`src/sv/jebw_pkg.sv`:
```
// Package for the JPEG entropy bit writer: operation codes and the
// command record passed from the packer front end to the byte back end.
// No dependencies.
package jebw_pkg;

  typedef enum logic [1:0] {
    OP_PUT      = 2'd0,
    OP_ALIGN    = 2'd1,
    OP_RAW_BYTE = 2'd2,
    OP_RAW_WORD = 2'd3
  } op_t;

  localparam logic [7:0] STUFF_MATCH = 8'hFF;
  localparam logic [7:0] STUFF_BYTE  = 8'h00;

  // word: bytes to send, high byte first; a single byte sits in the high half
  typedef struct packed {
    logic [15:0] word;
    logic        two;
    logic        stuff;
  } cmd_t;

endpackage

```
`src/sv/jebw_ifs.sv`:
```
// Channel interfaces of the JPEG entropy bit writer: input items and
// output bytes, each with valid/ready. No dependencies.
interface jebw_item_if;
  logic        valid;
  logic        ready;
  logic [1:0]  operation;
  logic [15:0] code_value;
  logic [4:0]  code_length;
  modport source(output valid, operation, code_value, code_length, input ready);
  modport sink(input valid, operation, code_value, code_length, output ready);
endinterface

interface jebw_byte_if;
  logic       valid;
  logic       ready;
  logic [7:0] out_byte;
  logic       last_byte;
  modport source(output valid, out_byte, last_byte, input ready);
  modport sink(input valid, out_byte, last_byte, output ready);
endinterface

```
`src/sv/jebw_front.sv`:
```
// Front end of the JPEG entropy bit writer: accepts items, packs code bits
// into the pending accumulator and queues byte commands.
// Depends on jebw_pkg and jebw_ifs.
module jebw_front (
  input  logic           clk,
  input  logic           rst,
  jebw_item_if.sink      item,
  input  logic           full,
  output logic           push,
  output jebw_pkg::cmd_t cmd,
  output logic [3:0]     pend_count
);

  logic [15:0] bits;
  logic [15:0] bits_next;
  logic [3:0]  count;
  logic [3:0]  count_next;
  logic        accept;
  logic        want;
  logic [4:0]  len;
  logic [16:0] mask;
  logic [15:0] code_m;
  logic [4:0]  total;
  logic [5:0]  shamt;
  logic [31:0] acc;
  logic [15:0] padded;

  assign accept     = item.valid && !full;
  assign item.ready = !full;
  assign push       = accept && want;
  assign pend_count = count;

  always_comb begin
    len    = item.code_length[4] ? 5'd16 : item.code_length;
    mask   = (17'd1 << len) - 17'd1;
    code_m = item.code_value & mask[15:0];
    total  = {1'b0, count} + len;
    shamt  = 6'd32 - {1'b0, total};
    acc    = {bits, 16'h0000} | ({16'h0000, code_m} << shamt);
    padded = bits | (16'hFFFF >> count);
  end

  always_comb begin
    want       = 1'b0;
    cmd        = '0;
    bits_next  = bits;
    count_next = count;
    case (jebw_pkg::op_t'(item.operation))
      jebw_pkg::OP_PUT: begin
        count_next = total[3:0];
        if (total[4]) begin
          want      = 1'b1;
          cmd.word  = acc[31:16];
          cmd.two   = 1'b1;
          cmd.stuff = 1'b1;
          bits_next = acc[15:0];
        end else begin
          bits_next = acc[31:16];
        end
      end
      jebw_pkg::OP_ALIGN: begin
        want       = (count != 4'd0);
        cmd.word   = padded;
        cmd.two    = (count > 4'd8);
        cmd.stuff  = 1'b1;
        bits_next  = 16'h0000;
        count_next = 4'd0;
      end
      jebw_pkg::OP_RAW_BYTE: begin
        want     = 1'b1;
        cmd.word = {item.code_value[7:0], 8'h00};
      end
      jebw_pkg::OP_RAW_WORD: begin
        want     = 1'b1;
        cmd.word = item.code_value;
        cmd.two  = 1'b1;
      end
      default: begin
        want = 1'b0;
      end
    endcase
  end

  always_ff @(posedge clk) begin
    if (rst) begin
      bits  <= 16'h0000;
      count <= 4'd0;
    end else if (accept) begin
      bits  <= bits_next;
      count <= count_next;
    end
  end

endmodule

```
`src/sv/jebw_cmd_fifo.sv`:
```
// Command queue between the front and back ends of the JPEG entropy bit
// writer. Depends on jebw_pkg.
module jebw_cmd_fifo #(
  parameter int DEPTH = 4
) (
  input  logic           clk,
  input  logic           rst,
  input  logic           push,
  input  jebw_pkg::cmd_t wr_cmd,
  input  logic           pop,
  output jebw_pkg::cmd_t head,
  output logic           empty,
  output logic           full
);

  localparam int PW = (DEPTH > 1) ? $clog2(DEPTH) : 1;
  localparam int CW = $clog2(DEPTH + 1);
  localparam logic [PW-1:0] LAST = PW'(DEPTH - 1);
  localparam logic [CW-1:0] FULL_COUNT = CW'(DEPTH);

  jebw_pkg::cmd_t mem [DEPTH];
  logic [PW-1:0]  wr_ptr;
  logic [PW-1:0]  rd_ptr;
  logic [CW-1:0]  count;
  logic           do_push;
  logic           do_pop;

  assign empty   = (count == '0);
  assign full    = (count == FULL_COUNT);
  assign do_push = push && !full;
  assign do_pop  = pop && !empty;
  assign head    = mem[rd_ptr];

  always_ff @(posedge clk) begin
    if (do_push) begin
      mem[wr_ptr] <= wr_cmd;
    end
  end

  always_ff @(posedge clk) begin
    if (rst) begin
      wr_ptr <= '0;
      rd_ptr <= '0;
      count  <= '0;
    end else begin
      if (do_push) begin
        wr_ptr <= (wr_ptr == LAST) ? '0 : wr_ptr + PW'(1);
      end
      if (do_pop) begin
        rd_ptr <= (rd_ptr == LAST) ? '0 : rd_ptr + PW'(1);
      end
      count <= count + CW'(do_push) - CW'(do_pop);
    end
  end

endmodule

```
`src/sv/jebw_back.sv`:
```
// Back end of the JPEG entropy bit writer: sends queued command bytes one
// per cycle while the output is ready, inserting a zero after 0xFF when
// stuffing is on. Depends on jebw_pkg and jebw_ifs.
module jebw_back (
  input  logic           clk,
  input  logic           rst,
  input  jebw_pkg::cmd_t head,
  input  logic           empty,
  output logic           pop,
  jebw_byte_if.source    result
);

  logic       idx;
  logic       in_stuff;
  logic       load;
  logic [7:0] cur;
  logic       need_stuff;
  logic       last;

  always_comb begin
    load       = !empty && (!result.valid || result.ready);
    cur        = in_stuff ? jebw_pkg::STUFF_BYTE
               : (idx ? head.word[7:0] : head.word[15:8]);
    need_stuff = !in_stuff && head.stuff && (cur == jebw_pkg::STUFF_MATCH);
    last       = (idx == head.two) && !need_stuff;
    pop        = load && last;
  end

  always_ff @(posedge clk) begin
    if (load) begin
      result.out_byte  <= cur;
      result.last_byte <= last;
    end
  end

  always_ff @(posedge clk) begin
    if (rst) begin
      result.valid <= 1'b0;
      idx          <= 1'b0;
      in_stuff     <= 1'b0;
    end else begin
      if (load) begin
        result.valid <= 1'b1;
      end else if (result.ready) begin
        result.valid <= 1'b0;
      end
      if (load) begin
        if (need_stuff) begin
          in_stuff <= 1'b1;
        end else begin
          in_stuff <= 1'b0;
          idx      <= last ? 1'b0 : 1'b1;
        end
      end
    end
  end

endmodule

```
`src/sv/jpeg_entropy_bit_writer_unit.sv`:
```
// Top level of the JPEG entropy bit writer: front end, command queue and
// byte back end. Depends on jebw_pkg, jebw_ifs, jebw_front, jebw_cmd_fifo,
// jebw_back.
//
//  channel  modport  payload                                 role
//  item     sink     operation, code_value, code_length      codes and raw bytes
//  result   source   out_byte, last_byte                     output byte stream
//
// An item is taken every cycle while the command queue has room; it yields
// zero to four bytes. The back end sends one byte per cycle from a register
// while the byte port is ready, so the byte port sets the sustained rate. An
// item's first byte goes through the command queue, then the output register.
// Synchronous reset clears the pending bits, the queue and the output valid. A
// stalled output fills the queue (QUEUE_DEPTH commands) before the input stalls.
module jpeg_entropy_bit_writer_unit #(
  parameter int QUEUE_DEPTH = 4
) (
  input  logic         clk,
  input  logic         rst,
  jebw_item_if.sink    item,
  jebw_byte_if.source  result
);

  jebw_pkg::cmd_t wr_cmd;
  jebw_pkg::cmd_t head;
  logic           push;
  logic           pop;
  logic           empty;
  logic           full;
  logic [3:0]     pend_count;

  jebw_front u_front (
    .clk        (clk),
    .rst        (rst),
    .item       (item),
    .full       (full),
    .push       (push),
    .cmd        (wr_cmd),
    .pend_count (pend_count)
  );

  jebw_cmd_fifo #(
    .DEPTH (QUEUE_DEPTH)
  ) u_fifo (
    .clk    (clk),
    .rst    (rst),
    .push   (push),
    .wr_cmd (wr_cmd),
    .pop    (pop),
    .head   (head),
    .empty  (empty),
    .full   (full)
  );

  jebw_back u_back (
    .clk    (clk),
    .rst    (rst),
    .head   (head),
    .empty  (empty),
    .pop    (pop),
    .result (result)
  );

  a_align_clears: assert property (@(posedge clk) disable iff (rst)
    (item.valid && item.ready && item.operation == jebw_pkg::OP_ALIGN)
      |=> (pend_count == 4'd0))
    else $error("align left pending bits");

  a_pop_nonempty: assert property (@(posedge clk) disable iff (rst)
    pop |-> !empty)
    else $error("pop from empty command queue");

  a_mid_command: assert property (@(posedge clk) disable iff (rst)
    (result.valid && !result.last_byte) |-> !empty)
    else $error("command retired before its last byte");

endmodule
```
`src/flat_wrapper.sv`:
```
// flat-port wrapper written by rule: the top's interface ports become plain ports
module jpeg_entropy_bit_writer_unit_flat 
#(
  parameter int QUEUE_DEPTH = 4
)
  (clk, rst, item_valid, item_operation, item_code_value, item_code_length, item_ready, result_valid, result_out_byte, result_last_byte, result_ready);
  jebw_item_if item_i ();
  jebw_byte_if result_i ();
  input  logic clk;
  input  logic rst;
  input wire logic [$bits(item_i.valid)-1:0] item_valid;
  input wire logic [$bits(item_i.operation)-1:0] item_operation;
  input wire logic [$bits(item_i.code_value)-1:0] item_code_value;
  input wire logic [$bits(item_i.code_length)-1:0] item_code_length;
  output wire logic [$bits(item_i.ready)-1:0] item_ready;
  output wire logic [$bits(result_i.valid)-1:0] result_valid;
  output wire logic [$bits(result_i.out_byte)-1:0] result_out_byte;
  output wire logic [$bits(result_i.last_byte)-1:0] result_last_byte;
  input wire logic [$bits(result_i.ready)-1:0] result_ready;
  assign item_i.valid = item_valid;
  assign item_i.operation = item_operation;
  assign item_i.code_value = item_code_value;
  assign item_i.code_length = item_code_length;
  assign item_ready = item_i.ready;
  assign result_valid = result_i.valid;
  assign result_out_byte = result_i.out_byte;
  assign result_last_byte = result_i.last_byte;
  assign result_i.ready = result_ready;
  jpeg_entropy_bit_writer_unit #(.QUEUE_DEPTH(QUEUE_DEPTH)) u_core (.clk(clk), .rst(rst), .item(item_i), .result(result_i));
endmodule
```
`config.mk`:
```
export PLATFORM = sky130hd
export DESIGN_NAME = jpeg_entropy_bit_writer_unit_flat
export DESIGN_NICKNAME = d
export VERILOG_FILES = /design/src/sv/jebw_pkg.sv /design/src/sv/jebw_ifs.sv /design/src/sv/jebw_front.sv /design/src/sv/jebw_cmd_fifo.sv /design/src/sv/jebw_back.sv /design/src/sv/jpeg_entropy_bit_writer_unit.sv /design/src/flat_wrapper.sv
export SDC_FILE = /design/constraint.sdc
export NUM_CORES = 1
export LEC_CHECK = 0
export BUFFER_PORTS_ARGS = -buffer_cell sky130_fd_sc_hd__buf_4
export CAP_MARGIN = 20
export CORE_AREA = 2 2 131 146
export CTS_CLUSTER_SIZE = 14
export DETAILED_ROUTE_END_ITERATION = 8
export DIE_AREA = 0 0 133 148
export PLACE_DENSITY = 0.65
export SLEW_MARGIN = 20
export SYNTH_ARGS = -nofsm -noshare
export SYNTH_HDL_FRONTEND = slang
export SYNTH_SLANG_ARGS = --single-unit
```
`constraint.sdc`:
```
create_clock -name clk -period 12 [get_ports clk]
set_clock_uncertainty 0.05 [all_clocks]
set_input_delay 3 -clock clk [delete_from_list [all_inputs] [get_ports clk]]
set_output_delay 3 -clock clk [all_outputs]
set_load 0.02 [all_outputs]
```
## After elaboration in Yosys (flattened, before gate mapping)

Memories as Yosys holds them, arrays and structs flattened. A register that Yosys moved wholly into a read port is not among the register bits.
Index checks and enable logic that the tools add are counted.

- Bits in registers: 39
- Bits of input ports: 27
- Memory bits (writable): 72
- Memories kept: 1
- Word-level logic and storage cells: 79
- Output and inout port bits: 11

Memory list:

| name | words | width | rd ports | clocked after Yosys merged registers in | wr ports | line | source |
|---|---|---|---|---|---|---|---|
| u_core.u_fifo.mem | 4 | 18 | 1 | 1 | 1 | jebw_cmd_fifo.sv:21 | `jebw_pkg::cmd_t mem [DEPTH];` |

- Bitwise operators: 4
- Reduce and logical (&&, ||, !) cells: 23
- Shifts and indexed selects: 3
- Add/sub/neg operators: 7
- $lt $le $gt $ge: 1
- Eq/ne operators: 8
- Muxes and demuxes: 22

Operators with widths:

| cell | count |
|---|---|
| $pmux 16 s4 | 1 |
| $or 32x32->32 | 1 |
| $pmux 16 s2 | 1 |
| $shl 16x6->32 | 1 |
| $mux 18 | 1 |
| $and 16x16->16 | 1 |
| $mux 16 | 1 |
| $mux 8 | 2 |
| $or 16x16->16 | 1 |
| $shl 1x5->16 const A | 1 |
| $shr 16x4->16 const A | 1 |
| $sub 16x1->16 const B | 1 |
| $logic_and 1x1->1 | 9 |
| $eq 2x2->1 const B | 4 |
| $eq 8x8->1 const B | 1 |
| $mux 2 | 4 |
| $pmux 4 s2 | 1 |
| $mux 1 | 7 |
| $pmux 1 s3 | 2 |
| $sub 6x5->6 const A | 1 |
| $add 4x5->5 | 1 |
| $logic_not 1->1 | 5 |
| $mux 5 | 1 |
| $add 2x1->2 const B | 2 |
| other kinds (15) | 17 |

## Longest topological paths before layout

- Depth after elaboration: 10
- Gate-level depth with buffers: 20

## By module

From an unflattened synthesis, not the netlist that was laid out.

- Cells, all modules: 720
- Area total of the unflattened synthesis: 7462.2 um2

Modules (own cells, without submodules):

| module | instances | area each (um2) | cells each | seq. area each (um2) |
|---|---|---|---|---|
| jebw_front | 1 | 3742.3 | 523 | 400.4 |
| jebw_cmd_fifo | 1 | 3084.2 | 144 | 2342.2 |
| jebw_back | 1 | 635.6 | 53 | 330.3 |

## Worst setup path before layout

OpenSTA, ideal clock, no wires.

- Path type: input to register
- Start point: input item_code_length[4]
- End point: memory u_core.u_fifo.mem[0][7] (netlist bit) (data pin)
- Setup time: 0.291 ns
- Path slack: 5.432 ns
- Data arrival time: 6.228 ns
- Cell stages on the path: 16
- Cells stage by stage: buf_6 -> buf_2 -> buf_2 -> nor2b_1 -> ha_1 -> buf_2 -> inv_1 -> clkbuf_1 -> ha_1 -> xnor3_1 -> clkbuf_1 -> clkbuf_1 -> o211ai_1 -> nand2_1 -> a2111oi_0 -> o22ai_1

RTL lines:

| element | line | source |
|---|---|---|
| start: declaration | flat_wrapper.sv:14 | `input wire logic [$bits(item_i.code_length)-1:0] item_code_length;` |
| end: declaration | jebw_cmd_fifo.sv:21 |  |

==> flow_summary.json <==
{
  "portBuffers": 37,
  "setup_viol": 0,
  "post_cts_buffers": 0,
  "drt_iter0_drc": 519,
  "vias": 5961,
  "post-place-ws_ns": 4.57,
  "crit_slowest_cell": "xnor3_1",
  "final.setup.worst_slack_ns": 4.92,
  "track_usage_pct": 22.6,
  "nFillCells": 1656,
  "critical_path_class": "input pin to flop",
  "tightest_slew_ns": 0.943,
  "grt_antenna_before_repair": 0,
  "grt_start_max_net_pins": 41,
  "synth_area_per_cell_um2": 10.2,
  "postRouteAntennaNets": 0,
  "synth_most_common_cell": "edfxtp_1",
  "r2r-start": "u_core.u_front.pend_count[0]$_SDFFE_PP0P_",
  "vdd_drop_max_v": 0.000109,
  "ys_async_sr_fraction_pct": 0,
  "period_minus_slack_ns": 7.08,
  "crit_fanout": 40,
  "status": "finished, final reports clean",
  "synthToLayoutAreaGrowth_pct": 12.8,
  "cellLeakagePower_nw": 2.81,
  "rsz0062_at_grt": "false",
  "route.detailed.drc": 0,
  "seq_area_frac_synth_pct": 43.0,
  "setup_tns_ns": 0,
  "yosysTopAreaCellShare_pct": 34.1,
  "post_drt_wl_per_cell_um": 22.7,
  "worst-path-stages": 11,
  "crit_family": "compound AO/OA/AOI/OAI gates",
  "ctsLongestPathBuffers": 2,
  "holdWs_ns": 0.431,
  "crit_path_start": "item_code_length[4]",
  "yosys-top-cells-count": "edfxtp_1, nor2_1, o21ai_0",
  "r2r_slack_ns": 7.36,
  "dr.pass1.iters": 5,
  "avgViaCountPerCell": 6.22,
  "ys_warn_count": 0,
  "total_power_mw": 1.43,
  "crit_buf_inv": 3,
  "synth_nets": 740,
  "maxCapViolCount": 0,
  "power.density_nw_per_um2": 178,
  "die-width_um": 133,
  "cts-root-buf": "clkbuf_16",
  "fmax_ghz": 0.141,
  "grt_pass1_vias": 5859,
  "finalMaxSlewViolations": 0,
  "hpwl_mm": 15.9,
  "clk_pin_slew_worst_paths_ns": 0.05,
  "crit_chain": "buf_4 > nor2b_1 > ha_1 > buf_4 > inv_1 > ha_1 > xnor3_1 > a41oi_1 > a2111oi_0 > a2111oi_1 > o41ai_1",
  "place_congestion": 1.00,
  "rows": 52,
  "htree_levels": 4,
  "grt_pass1_wl_mm": 34.1,
  "slew_headroom_pct": 37.2,
  "die_h_um": 148,
  "fin_cells": 959,
  "endpoint": "u_core.u_fifo.mem[3][4]$_DFFE_PP_",
  "insertedDiodeCount": 0,
  "num-nets-final": 745,
  "crit_required_ns": 12.08,
  "cts_resized": 0,
  "hp-class": "flop to flop",
  "synth-edff-count": 81,
  "rr_endpoint": "u_core.u_fifo.mem[3][4]$_DFFE_PP_",
  "drive_gt1_share_pct": 17.2,
  "cts.sinks": 113,
  "ys_seq_elements": 113,
  "synth_area_um2": 7140,
  "worstPathArrival_ns": 7.16,
  "ctsHoldBuffers": 0,
  "reg2reg_depth": 9,
  "synthCells": 698,
  "wl_mm": 21.8,
  "core_um2": 18200,
  "dieArea_um2": 19700,
  "yosysUniqueCellTypes": 83,
  "synthFlopType": "edfxtp_1",
  "io_pins": 38,
  "clk_latency_ns": 0.42,
  "dp_cells": 927,
  "endpoint_kind": "flop",
  "synthTopCellsByArea": "edfxtp_1, dfxtp_1, mux4_2",
  "startpoint_type": "input pin",
  "slowest_delay_ns": 0.87,
  "cts-buffers-inserted": 17,
  "initial_core_util_pct": 39.3,
  "finalHoldViolCount": 0,
  "finalCritPeriodShare_pct": 59.0,
  "overflow": 0,
  "cts_tree": "yes",
  "synth_area_leader_cell": "edfxtp_1"
}
[worst register-to-register path, cell delays in order, from the launching register on]
cell       delay, ns
dfxtp_1         0.44
ha_1            0.34
buf_4           0.34
inv_1           0.28
ha_1            0.36
xnor3_1         0.87
a41oi_1         0.37
a2111oi_0       0.58
a2111oi_1       0.16
o41ai_1         0.56
[power by group]
group | leakage (nW) | switching [mW] | total, mW | internal, mW
clock | 0.261 | 0.173 | 0.452 | 0.279
sequential | 1.01 | 0.0324 | 0.515 | 0.483
combinational | 1.54 | 0.281 | 0.468 | 0.187
[layer usage]
| layer | wire, um | vias up | global-route usage (%) | part of all wire [%] |
|---|---|---|---|---|
| met3 | 1070 | 65 | 3.88 | 4.9 |
| met1 | 9060 | 2879 | 27.9 | 42 |
| met5 | 0 | - | 0 | 0 |
| li1 | - | 2753 | - | - |
| met2 | 10700 | 264 | 38.5 | 49 |
| met4 | 988 | 0 | 11.1 | 4.5 |
[kinds of logic (layout without fill, tap and decap cells)]
kind of cell / after synthesis / in the layout / share of synthesized area, %
compound gates: 237 / 237 / 23.6
simple gates: 198 / 198 / 13.5
flops: 113 / 113 / 43.0
buf+inv: 77 / 95 / 4.66
mux: 49 / 49 / 10.4
fa+ha+maj: 15 / 15 / 2.84
xor+xnor: 9 / 9 / 2.00
[layout make-up]
type | count | area (um^2) | share of cell area, %
Timing Repair Buffer | 43 | 323 | 4.01
Clock buffer | 22 | 475 | 5.91
Tap cell | 243 | 304 | 3.78
Sequential cell | 113 | 3070 | 38.2
Inverter | 20 | 75.1 | 0.933
Multi-Input combinational cell | 508 | 3740 | 46.4
Clock inverter | 10 | 61.3 | 0.762
[per-stage QoR]
step                cell area, um^2  util [%]
floorplan                      7140         -
global placement               7510      41.4
detailed placement             7510      41.4
CTS                            8050      44.3
global route                   8050      44.3
finish                         8050      44.3
[flip-flops by register name, indices dropped and copies added (netlist names), named ones only]
register                        cells
u_core.u_back.idx                   1
u_core.u_back.in_stuff              1
u_core.u_back.result.last_byte      1
u_core.u_back.result.out_byte       8
u_core.u_back.result.valid          1
u_core.u_fifo.count                 3
u_core.u_fifo.mem                  72
u_core.u_fifo.rd_ptr                2
u_core.u_fifo.wr_ptr                2
u_core.u_front.bits                16
u_core.u_front.pend_count           4
[worst min-delay path by stage]
| stage | from | endpoint | cells past startpoint |
|---|---|---|---|
| 2_1_floorplan | u_core.u_front.bits[5]$_SDFFE_PP0P_ | u_core.u_front.bits[5]$_SDFFE_PP0P_ | 2 |
| 3_3_place_gp | u_core.u_back.result.valid$_SDFFE_PP0P_ | u_core.u_back.result.valid$_SDFFE_PP0P_ | 2 |
| 3_5_place_dp | u_core.u_back.result.valid$_SDFFE_PP0P_ | u_core.u_back.result.valid$_SDFFE_PP0P_ | 2 |
| 4_1_cts | u_core.u_back.result.valid$_SDFFE_PP0P_ | u_core.u_back.result.valid$_SDFFE_PP0P_ | 2 |
| 5_1_grt | u_core.u_back.result.valid$_SDFFE_PP0P_ | u_core.u_back.result.valid$_SDFFE_PP0P_ | 2 |
| 6_report | u_core.u_back.result.valid$_SDFFE_PP0P_ | u_core.u_back.result.valid$_SDFFE_PP0P_ | 2 |
[cell usage in the layout (no fill, tap or decap), types with 19 or more instances in the layout]
master,instances
dfxtp_1,32
nand2_1,47
nand3_1,23
a21oi_1,35
inv_1,19
nor2_1,60
o211ai_1,24
buf_4,43
o21ai_0,49
edfxtp_1,81
mux4_2,19
Note: power is estimated with default switching activity, not from simulation.
